**src/rtl/core/tfgd_pkg.sv**
```systemverilog
// Shared types and constants of the two-finger gesture detector.
// No dependencies; used by the top level and its checker.
`default_nettype none

package tfgd_pkg;

	localparam int CFG_IDX_W  = 1;
	localparam int CFG_DATA_W = 16;
	localparam int ZOOM_W     = 17;

	localparam logic [CFG_IDX_W-1:0] CFG_MIN_INTERVAL = 1'd0;
	localparam logic [CFG_IDX_W-1:0] CFG_MIN_DISTANCE = 1'd1;

	localparam logic [CFG_DATA_W-1:0] MIN_INTERVAL_RST = 16'd13;
	localparam logic [CFG_DATA_W-1:0] MIN_DISTANCE_RST = 16'd25;

	localparam logic [1:0] ZOOM_NONE   = 2'd0;
	localparam logic [1:0] ZOOM_GROW   = 2'd1;
	localparam logic [1:0] ZOOM_SHRINK = 2'd2;

	localparam logic [1:0] ROT_NONE = 2'd0;
	localparam logic [1:0] ROT_CW   = 2'd1;
	localparam logic [1:0] ROT_ACW  = 2'd2;

	typedef struct packed {
		logic        action;
		logic [15:0] x_pos;
		logic [15:0] y_pos;
		logic [31:0] time_ms;
	} in_word_t;

	typedef struct packed {
		logic              gesture_active;
		logic [1:0]        zoom_dir;
		logic [ZOOM_W-1:0] zoom_amount;
		logic [1:0]        rotate_dir;
	} out_word_t;

endpackage

`default_nettype wire

```
**src/rtl/core/two_finger_gesture_detector.sv**
```systemverilog
// Two-finger gesture detector: top level with bit-serial squaring and square root.
// Depends on tfgd_pkg for the word types, register indices and result codes.
// A press or release word goes from idle straight to the result state. A move word
// is accepted, squared in the shift-and-add squaring unit (it stops as soon as both
// differences have been shifted out, and the squares are summed in its last step),
// rooted in the two-bit-per-step square root, and then decided and loaded into the
// output register. One word is processed at a time; a new word is taken while the
// previous result still waits in the output register, but the result stage waits
// for that register to drain. Configuration writes take effect at once.
`default_nettype none

module two_finger_gesture_detector #(
	parameter int COORD_BITS = 16
) (
	input  logic                                clk,
	input  logic                                arst_n,
	input  logic                                in_valid,
	output logic                                in_stall,
	input  tfgd_pkg::in_word_t                  in_word,
	output logic                                out_valid,
	input  logic                                out_stall,
	output tfgd_pkg::out_word_t                 out_word,
	input  logic                                cfg_we,
	input  logic [tfgd_pkg::CFG_IDX_W-1:0]      cfg_index,
	input  logic [tfgd_pkg::CFG_DATA_W-1:0]     cfg_data
);

	localparam int CB = COORD_BITS;
	localparam int PW = 2 * CB;
	localparam int SW = 2 * CB + 1;
	localparam int ZW = tfgd_pkg::ZOOM_W;

	typedef enum logic [3:0] {
		ST_IDLE = 4'b0001,
		ST_MUL  = 4'b0010,
		ST_ROOT = 4'b0100,
		ST_FIN  = 4'b1000
	} state_t;

	state_t state_q;

	logic          two_finger_q;
	logic [CB-1:0] prev_x_q, prev_y_q, anchor_x_q, anchor_y_q;
	logic [ZW-1:0] prev_dist_q;
	logic [31:0]   last_time_q;
	logic [15:0]   min_interval_q, min_distance_q;
	logic          move_q, time_ok_q;
	logic          out_valid_q;

	logic [CB-1:0] mplier_x_q, mplier_y_q;
	logic [PW-1:0] mcand_x_q, mcand_y_q, sq_x_q, sq_y_q;
	logic [SW-1:0] rem_q, root_q, bit_q;
	tfgd_pkg::out_word_t out_word_q;

	logic          in_accept, out_free, take, time_ok_in, y_up;
	logic [CB-1:0] x_in, y_in, ref_x, ref_y, dx_in, dy_in;
	logic [31:0]   dt_in;
	logic [SW-1:0] trial;
	logic [ZW-1:0] dist_root, min_dist_z, half_dist_z;
	logic          fin_tf, fin_set_dist;
	logic [1:0]    fin_rot;
	tfgd_pkg::out_word_t fin_word;

	assign in_stall  = (state_q != ST_IDLE);
	assign in_accept = in_valid && !in_stall;
	assign out_valid = out_valid_q;
	assign out_word  = out_word_q;
	assign out_free  = !out_valid_q || !out_stall;

	// The reference point is the anchor during a gesture, else the last report.
	assign x_in  = in_word.x_pos[CB-1:0];
	assign y_in  = in_word.y_pos[CB-1:0];
	assign ref_x = two_finger_q ? anchor_x_q : prev_x_q;
	assign ref_y = two_finger_q ? anchor_y_q : prev_y_q;
	assign dx_in = (x_in > ref_x) ? (x_in - ref_x) : (ref_x - x_in);
	assign dy_in = (y_in > ref_y) ? (y_in - ref_y) : (ref_y - y_in);
	assign dt_in = in_word.time_ms - last_time_q;
	assign time_ok_in = (dt_in < 32'(min_interval_q));

	assign trial = root_q + bit_q;
	assign take  = (rem_q >= trial);

	assign dist_root   = ZW'(root_q[CB:0]);
	assign min_dist_z  = ZW'(min_distance_q);
	assign half_dist_z = ZW'(min_distance_q >> 1);

	// By the result stage, prev_x_q and prev_y_q already hold the new point.
	assign y_up = (prev_y_q > anchor_y_q);
	always_comb begin
		if (anchor_x_q > prev_x_q) begin
			fin_rot = y_up ? tfgd_pkg::ROT_ACW : tfgd_pkg::ROT_CW;
		end else begin
			fin_rot = y_up ? tfgd_pkg::ROT_CW : tfgd_pkg::ROT_ACW;
		end
	end

	always_comb begin
		fin_word     = '0;
		fin_tf       = two_finger_q;
		fin_set_dist = 1'b0;
		if (move_q) begin
			if (!two_finger_q) begin
				if (time_ok_q && (dist_root > min_dist_z)) begin
					fin_tf                  = 1'b1;
					fin_set_dist            = 1'b1;
					fin_word.gesture_active = 1'b1;
				end
			end else if (dist_root < half_dist_z) begin
				fin_tf = 1'b0;
			end else begin
				fin_set_dist            = 1'b1;
				fin_word.gesture_active = 1'b1;
				fin_word.rotate_dir     = fin_rot;
				if (dist_root > prev_dist_q) begin
					fin_word.zoom_dir    = tfgd_pkg::ZOOM_GROW;
					fin_word.zoom_amount = dist_root - prev_dist_q;
				end else begin
					fin_word.zoom_dir    = tfgd_pkg::ZOOM_SHRINK;
					fin_word.zoom_amount = prev_dist_q - dist_root;
				end
			end
		end
	end

	// Control and architectural state.
	always_ff @(posedge clk or negedge arst_n) begin
		if (!arst_n) begin
			state_q        <= ST_IDLE;
			two_finger_q   <= 1'b0;
			prev_x_q       <= '0;
			prev_y_q       <= '0;
			anchor_x_q     <= '0;
			anchor_y_q     <= '0;
			prev_dist_q    <= '0;
			last_time_q    <= '0;
			min_interval_q <= tfgd_pkg::MIN_INTERVAL_RST;
			min_distance_q <= tfgd_pkg::MIN_DISTANCE_RST;
			move_q         <= 1'b0;
			time_ok_q      <= 1'b0;
			out_valid_q    <= 1'b0;
		end else begin
			if (cfg_we) begin
				unique case (cfg_index)
					tfgd_pkg::CFG_MIN_INTERVAL: min_interval_q <= cfg_data;
					tfgd_pkg::CFG_MIN_DISTANCE: min_distance_q <= cfg_data;
					default: ;
				endcase
			end

			if ((state_q == ST_FIN) && out_free) begin
				out_valid_q <= 1'b1;
			end else if (!out_stall) begin
				out_valid_q <= 1'b0;
			end

			unique case (state_q)
				ST_IDLE: begin
					if (in_accept) begin
						move_q      <= in_word.action;
						time_ok_q   <= time_ok_in;
						prev_x_q    <= x_in;
						prev_y_q    <= y_in;
						last_time_q <= in_word.time_ms;
						// Outside a gesture the anchor is free to follow the last point.
						if (!two_finger_q) begin
							anchor_x_q <= prev_x_q;
							anchor_y_q <= prev_y_q;
						end
						if (in_word.action) begin
							state_q <= ST_MUL;
						end else begin
							two_finger_q <= 1'b0;
							state_q      <= ST_FIN;
						end
					end
				end
				ST_MUL: begin
					if ((mplier_x_q == '0) && (mplier_y_q == '0)) begin
						state_q <= ST_ROOT;
					end
				end
				ST_ROOT: begin
					if (bit_q[0]) begin
						state_q <= ST_FIN;
					end
				end
				ST_FIN: begin
					if (out_free) begin
						two_finger_q <= fin_tf;
						if (fin_set_dist) begin
							prev_dist_q <= dist_root;
						end
						state_q <= ST_IDLE;
					end
				end
				default: state_q <= ST_IDLE;
			endcase
		end
	end

	// Datapath: shift-and-add squares, then a restoring square root.
	always_ff @(posedge clk) begin
		if (in_accept) begin
			mplier_x_q <= dx_in;
			mplier_y_q <= dy_in;
			mcand_x_q  <= PW'(dx_in);
			mcand_y_q  <= PW'(dy_in);
			sq_x_q     <= '0;
			sq_y_q     <= '0;
		end else if (state_q == ST_MUL) begin
			if ((mplier_x_q == '0) && (mplier_y_q == '0)) begin
				rem_q  <= SW'(sq_x_q) + SW'(sq_y_q);
				root_q <= '0;
				bit_q  <= {1'b1, {PW{1'b0}}};
			end else begin
				if (mplier_x_q[0]) begin
					sq_x_q <= sq_x_q + mcand_x_q;
				end
				if (mplier_y_q[0]) begin
					sq_y_q <= sq_y_q + mcand_y_q;
				end
				mplier_x_q <= mplier_x_q >> 1;
				mplier_y_q <= mplier_y_q >> 1;
				mcand_x_q  <= mcand_x_q << 1;
				mcand_y_q  <= mcand_y_q << 1;
			end
		end else if (state_q == ST_ROOT) begin
			if (take) begin
				rem_q  <= rem_q - trial;
				root_q <= (root_q >> 1) + bit_q;
			end else begin
				root_q <= root_q >> 1;
			end
			bit_q <= bit_q >> 2;
		end
	end

	always_ff @(posedge clk) begin
		if ((state_q == ST_FIN) && out_free) begin
			out_word_q <= fin_word;
		end
	end

endmodule

`default_nettype wire

```
**config.mk**
```make
export PLATFORM = sky130hd
export DESIGN_NAME = two_finger_gesture_detector
export DESIGN_NICKNAME = d
export VERILOG_FILES = /design/src/rtl/core/tfgd_pkg.sv /design/src/rtl/core/two_finger_gesture_detector.sv
export SDC_FILE = /design/constraint.sdc
export NUM_CORES = 1
export LEC_CHECK = 0
export BUFFER_PORTS_ARGS = -buffer_cell sky130_fd_sc_hd__buf_2
export CAP_MARGIN = 30
export CORE_UTILIZATION = 59
export CTS_BUF_LIST = sky130_fd_sc_hd__clkbuf_8
export DETAILED_ROUTE_END_ITERATION = 12
export PLACE_DENSITY = 0.87
export SYNTH_ARGS = -nofsm -noshare
export SYNTH_HDL_FRONTEND = slang
export SYNTH_SLANG_ARGS = --single-unit
```
**constraint.sdc**
```tcl
create_clock -name clk -period 6.1 [get_ports clk]
set_input_delay 0.61 -clock clk [delete_from_list [all_inputs] [get_ports clk]]
set_output_delay 0.61 -clock clk [all_outputs]
set_load 0.01 [all_outputs]
```
==> results of run 1 <==
flip-flops by register name (all words and copies together), names as in the netlist, 16 cells and up:
register        count
min_interval_q     16
sq_x_q             32
prev_x_q           16
sq_y_q             32
min_distance_q     16
prev_y_q           16
prev_dist_q        17
bit_q              17
mcand_y_q          32
anchor_x_q         16
out_word           22
anchor_y_q         16
mplier_y_q         16
rem_q              33
last_time_q        32
mcand_x_q          32
mplier_x_q         16
root_q             33
where the power goes:
part	internal [W]	total (W)	switching, W
registers	0.00400	0.00459	0.000585
logic	0.00350	0.00860	0.00509
clock network	0.00144	0.00268	0.00124
total	0.00894	0.0159	0.00692
cell usage in the layout, fill, tap and decap left out, types with 35 or more instances in the layout:
| cell | Yosys | routed |
|---|---|---|
| a211oi_1 | 43 | 43 |
| a21o_1 | 128 | 128 |
| a21oi_1 | 305 | 304 |
| a31oi_1 | 41 | 41 |
| buf_2 | 13 | 109 |
| buf_4 | 7 | 35 |
| clkbuf_8 | 0 | 90 |
| dfrtp_1 | 146 | 145 |
| dfxtp_1 | 96 | 96 |
| edfxtp_1 | 169 | 169 |
| ha_1 | 364 | 364 |
| inv_1 | 254 | 278 |
| mux2i_1 | 55 | 55 |
| nand2_1 | 462 | 460 |
| nand2b_1 | 40 | 40 |
| nand3_1 | 87 | 87 |
| nand4_1 | 42 | 42 |
| nor2_1 | 246 | 245 |
| nor2b_1 | 66 | 65 |
| nor3_1 | 47 | 47 |
| o21a_1 | 56 | 56 |
| o21ai_0 | 280 | 280 |
| xnor2_1 | 125 | 125 |
| xor2_1 | 88 | 88 |
metrics by stage:
step | total power, W | utilization | setup slack (ns) | std cells | cell area (um^2)
finish | 0.0159 | 0.647 | 0.523 | 4552 | 34800
global route | 0.0171 | 0.647 | 0.0959 | 4552 | 34800
CTS | 0.0158 | 0.647 | 0.577 | 4547 | 34700
detailed placement | 0.0130 | 0.618 | 0.612 | 4408 | 33200
global placement | 0.0128 | 0.618 | 0.796 | 4407 | 33200
floorplan | 0.0111 | - | 0.388 | 3700 | 32000
worst max path at each step:
stage	depth (start not counted)	slack [ns]	startpoint	endpoint
after global routing	23	0.1	root_q[4]	root_q[4]
after floorplan	6	0.39	mplier_y_q[5]	rem_q[0]
final	21	0.52	root_q[4]	root_q[3]
after detailed placement	24	0.61	root_q[0]	root_q[3]
after CTS	24	0.58	root_q[0]	root_q[3]
after global placement	21	0.80	root_q[4]	root_q[3]
layer usage:
| metal | wire (um) | up-vias | global-route usage |
|---|---|---|---|
| met5 | 0 | - | 0 |
| met4 | 2680 | 0 | 0.107 |
| met3 | 3820 | 190 | 0.0377 |
| met2 | 35500 | 837 | 0.459 |
| met1 | 33800 | 12800 | 0.355 |
| li1 | - | 13500 | - |
area by class of cell:
cell class	count	share of cell area
flip-flops and latches	418	0.312
well taps	696	0.0251
inverters	256	0.0276
repair buffers	148	0.0249
clock inverters	48	0.00835
diodes	5	0.000360
clock buffers	90	0.0356
multi-input cells	2891	0.566
kinds of logic (layout without fill, tap and decap cells):
family | Yosys count | in the layout
other | 0 | 5
buffers and inverters | 391 | 542
xor gates and xnor gates | 213 | 213
AOI/OAI and AO/OA | 1109 | 1109
muxes | 84 | 84
DFF | 418 | 418
and+or+nand+nor | 1110 | 1110
adders and majority gates | 375 | 375
what timing repair did:
action,4_1_cts,5_1_grt
endpoints found under the setup margin,0,0
hold buffers,1,0
hold endpoints to repair,43,0
buffers inserted,0,0
worst reg2reg max path: stages, from the launching register on:
cell and delay (ns):
edfxtp_1 0.53, ha_1 0.38, nand2_1 0.07, o21bai_1 0.20, a31oi_1 0.16, o21ai_0 0.41
nand2_1 0.13, or3_1 0.34, a21boi_0 0.26, xnor2_1 0.12, ha_1 0.41, nand4_1 0.16
nor2_1 0.18, nor4b_2 0.35, o31ai_2 0.14, o22ai_2 0.19, o2111ai_2 0.14, buf_4 0.21
nand2_1 0.22, buf_4 0.30, nand2_1 0.11, mux2_1 0.33
==> flow_summary.json, run 1 <==
{
  "relSlewSlack": 0.384,
  "yosys-top-cells-area": "edfxtp_1 (16%), ha_1 (14%), dfrtp_1 (11%)",
  "synth_xor_area_frac": 0.0583,
  "crit_top_cell": "nand2_1",
  "grt_pass1_wl_um": 127000,
  "rrSetupSlack_ns": 0.52,
  "synth_most_common_cell": "nand2_1",
  "rows": 85,
  "syn_avg_cell_area_um2": 8.65,
  "root_buffer": "clkbuf_8",
  "worstHoldPathCells": 3,
  "hold_ws_ns": 0.169,
  "synthArstFlopShare": 0.366,
  "cts_buffers": 74,
  "maxCapViolations": 0,
  "startpoint_type": "register",
  "syn-num-nets": 4162,
  "layout.area.seq_mm2": 0.0108,
  "yosys-top-cells-count": "nand2_1 (462), ha_1 (364), a21oi_1 (305), o21ai_0 (280), inv_1 (254)",
  "synth-seq-cells": 418,
  "ant_nets": 0,
  "arrival_ns": 5.98,
  "worstMarginPinSlew_ns": 0.912,
  "rr_startpoint": "root_q[4]",
  "cts_resized": 0,
  "dpl.hpwl_um": 56200,
  "cts_buffer_depth": 3,
  "critPathMaxStageDelay_ns": 0.53,
  "die_w_um": 235,
  "synth_simple_gate_area_frac": 0.159,
  "wl_per_cell_um": 16.6,
  "portBuffers": 110,
  "io-pin-count": 111,
  "drc_errors": 0,
  "grt_pass1_vias": 26400,
  "ir_drop_v": 0.000366,
  "via_per_inst": 5.99,
  "crit_slowest_cell": "edfxtp_1",
  "synth_cell_types": 95,
  "period_minus_slack_ns": 5.58,
  "yosysSeqAreaShare": 0.338,
  "synth_top_family_by_area": "compound AO/OA/AOI/OAI gates",
  "synth-edff-count": 169,
  "antenna_found_initial": 5,
  "grt_max_degree": 99,
  "drtPass1Iterations": 5,
  "yosysTopAreaCell": "edfxtp_1",
  "worst-r2r-cell-count": 21,
  "finalWirelength_um": 75700,
  "critPathRequiredTime_ns": 6.50,
  "synthFlopType": "edfxtp_1",
  "syn_inst": 3700,
  "min_from": "in_word[64]",
  "finalCritPeriodShare": 0.914,
  "grt_overflow_total": 0,
  "hold_path_end": "move_q",
  "grt_usage": 0.273,
  "path_clk_slew_ns": 0.06,
  "fmax_mhz": 179,
  "fp.dieArea_mm2": 0.0552,
  "synth_top_area_share": 0.159,
  "cp_num_buf_inv": 2,
  "crit_fanout": 16,
  "powerDensity_mw_per_mm2": 456,
  "gp_congestion": 0.936,
  "synth_compound_area_frac": 0.220,
  "cp-end-kind": "register",
  "syn_area_mm2": 0.0320,
  "path_cells": "ha_1, nand2_1, o21bai_1, a31oi_1, o21ai_0, nand2_1, or3_1, a21boi_0, xnor2_1, ha_1, nand4_1, nor2_1, nor4b_2, o31ai_2, o22ai_2, o2111ai_2, buf_4, nand2_1, buf_4, nand2_1, mux2_1",
  "run_status": "finished clean",
  "core_area_mm2": 0.0537,
  "fin_worst_skew_ns": 0.0352,
  "route.vias.total": 27300,
  "synth-warning-count": 0,
  "die_y_um": 235,
  "fillCellCount": 4220,
  "rsz0062_at_grt": "false",
  "r2r-end": "root_q[3]",
  "finalSetupViolCount": 0,
  "layout-drive-gt1-share": 0.0919,
  "cts_max_level": 3,
  "cts_tree": "done",
  "tns_ns": 0,
  "start_util": 0.596,
  "clkLatencyLatePin_ns": 0.67,
  "area_delta_synth_final_pct": 8.57,
  "critPathTopFamily": "simple AND/OR/NAND/NOR gates",
  "min_path_type": "in2reg",
  "drtIter0Drc": 2032,
  "multiInputGateArea_mm2": 0.0197,
  "synth.mux.area_fraction": 0.0274,
  "clkSinkCount": 418,
  "nets": 4251,
  "total_leakage_power_nw": 15.5,
  "synth_fa_ha_area_frac": 0.149,
  "hold_viol": 0,
  "crit_type": "reg2reg",
  "slew_viol_final": 0
}
(Power assumes the default switching activity.)
==> run 2, diff against run 1 <==
- CORE_UTILIZATION: 59 -> 50
- GPL_ROUTABILITY_DRIVEN: not set -> 0
- HOLD_SLACK_MARGIN: not set -> 0.12
- PLACE_DENSITY: 0.87 -> 0.77
==> run 2 against run 1 <==
Clock-buffer cell count unchanged; critical endpoint unchanged; utilization down 9.3 points; register-to-register slack improved by 0.19 ns; clock power is essentially flat; via count is 1.3% lower.
==> flow_summary.json, run 2 (same netlist as run 1, synthesis figures left out) <==
{
  "grt_pass1_wl_um": 125000,
  "cts_buffers": 76,
  "area_delta_synth_final_pct": 9.36,
  "fmax_mhz": 186,
  "fin_worst_skew_ns": 0.0307,
  "period_minus_slack_ns": 5.39,
  "ir_drop_v": 0.000271,
  "io-pin-count": 111,
  "drc_errors": 0,
  "cts_tree": "done",
  "ant_nets": 0,
  "min_path_type": "in2reg",
  "antenna_found_initial": 3,
  "fin_util": 0.554,
  "hold_viol": 0,
  "critPathMaxStageDelay_ns": 0.54,
  "slew_viol_final": 0,
  "route.vias.total": 26900,
  "critPathRequiredTime_ns": 6.52,
  "portBuffers": 110,
  "run_status": "finished clean",
  "path_cells": "ha_1, a31oi_1, o21bai_1, a31oi_1, o31ai_1, a21boi_1, nor2_1, nor2_1, xor2_1, ha_1, nand4_1, nor2_1, nor4b_2, o31ai_2, o22ai_2, o2111ai_2, buf_4, nand2_1, buf_12, nand2_1, mux2_1",
  "mostFrequentLayoutCells": "nand2_1 (460), ha_1 (364), a21oi_1 (304), o21ai_0 (280), inv_1 (278)",
  "clkLatencyLatePin_ns": 0.67,
  "rsz0062_at_grt": "false",
  "grt_pass1_vias": 25600,
  "critPathTopFamily": "compound AO/OA/AOI/OAI gates",
  "path_clk_slew_ns": 0.06,
  "core_area_mm2": 0.0632,
  "cp-end-kind": "register",
  "rows": 92,
  "cts_resized": 0,
  "dpl.hpwl_um": 55900,
  "root_buffer": "clkbuf_8",
  "start_util": 0.507,
  "wl_per_cell_um": 16.1,
  "arrival_ns": 5.80,
  "reg_top3": "rem_q: 33 flops, root_q: 33 flops",
  "drtPass1Iterations": 7,
  "total_leakage_power_nw": 15.6,
  "finalCritPeriodShare": 0.883,
  "crit_fanout": 36,
  "final_common_cell": "nand2_1",
  "drtIter0Drc": 1989,
  "die_y_um": 255,
  "worstMarginPinSlew_ns": 1.06,
  "cp_num_buf_inv": 2,
  "fp.dieArea_mm2": 0.0650,
  "cts_buffer_depth": 3,
  "relSlewSlack": 0.292,
  "cts_max_level": 3,
  "layout-drive-gt1-share": 0.0913,
  "clkSinkCount": 418,
  "crit_type": "reg2reg",
  "grt_usage": 0.233,
  "tns_ns": 0,
  "startpoint_type": "register",
  "grt_overflow_total": 0,
  "crit_slowest_cell": "o31ai_1",
  "maxCapViolations": 0,
  "powerDensity_mw_per_mm2": 452,
  "die_w_um": 255,
  "finalSetupViolCount": 0,
  "nets": 4256,
  "crit_top_cell": "nor2_1",
  "grt_max_degree": 101,
  "finalWirelength_um": 75900,
  "hold_ws_ns": 0.159,
  "via_per_inst": 5.72
}
run 2: changes by cell type in the layout (fill, tap and decap cells not counted), moves of 2 or more:
cell	previous run	this run
buf_4	35	31
clkinv_2	9	11
diode_2	5	3
dlygate4sd3_1	1	6
inv_8	3	1
run 2: worst register-to-register path: cells and delay by family (launching register included):
family / cells / cell delay (ns)
adders and majority gates: 2 / 0.78
DFF: 1 / 0.43
AOI/OAI and AO/OA: 8 / 1.80
muxes: 1 / 0.31
and+or+nand+nor: 7 / 1.20
xor gates and xnor gates: 1 / 0.15
buffers and inverters: 2 / 0.46
run 2: layout make-up:
class / count / area, um^2
Fill cell: 5590 / 28200
Multi-Input combinational cell: 2891 / 19700
Sequential cell: 418 / 10800
Clock buffer: 90 / 1240
Tap cell: 846 / 1060
Inverter: 256 / 961
Timing Repair Buffer: 151 / 928
Clock inverter: 49 / 297
Antenna cell: 3 / 7.51
run 2: worst paths after layout:
kind	from	end	slack [ns]	depth (start not counted)
max in group asynchronous	arst_n	two_finger_q	4.19	4
min	in_word[63]	prev_x_q[15]	0.16	3
min reg2reg	mcand_x_q[18]	mcand_x_q[19]	0.46	2
max	bit_q[2]	root_q[3]	0.71	21
max reg2reg	bit_q[2]	root_q[3]	0.71	21
min in group asynchronous	arst_n	prev_y_q[10]	0.43	2
run 2: report_power, final:
| group | total, W | internal, W | switching, W |
|---|---|---|---|
| Clock | 0.00271 | 0.00147 | 0.00124 |
| Combinational | 0.00856 | 0.00349 | 0.00507 |
| Sequential | 0.00456 | 0.00400 | 0.000556 |
run 2: repair_timing:
item	CTS	global route
endpoints found under the hold margin	95	0
setup buffers	0	0
setup endpoints to repair	0	0
hold buffers	6	0
run 2: stage by stage:
step | std cells | total power, W | instance area (um^2) | setup WS [ns]
after floorplan | 3700 | 0.0111 | 32000 | 0.388
after global placement | 4554 | 0.0128 | 33400 | 0.867
after detailed placement | 4555 | 0.0130 | 33400 | 0.773
after CTS | 4700 | 0.0158 | 35000 | 0.734
after global routing | 4703 | 0.0171 | 35000 | 0.251
final | 4704 | 0.0158 | 35000 | 0.714
run 2: metal layers:
layer,share of wire,track usage,routed length [um],up-vias
met3,0.052,0.0358,3950,141
met4,0.024,0.0698,1800,0
met5,0,0,0,-
met1,0.46,0.311,35200,12600
li1,-,-,-,13400
met2,0.46,0.389,34900,746
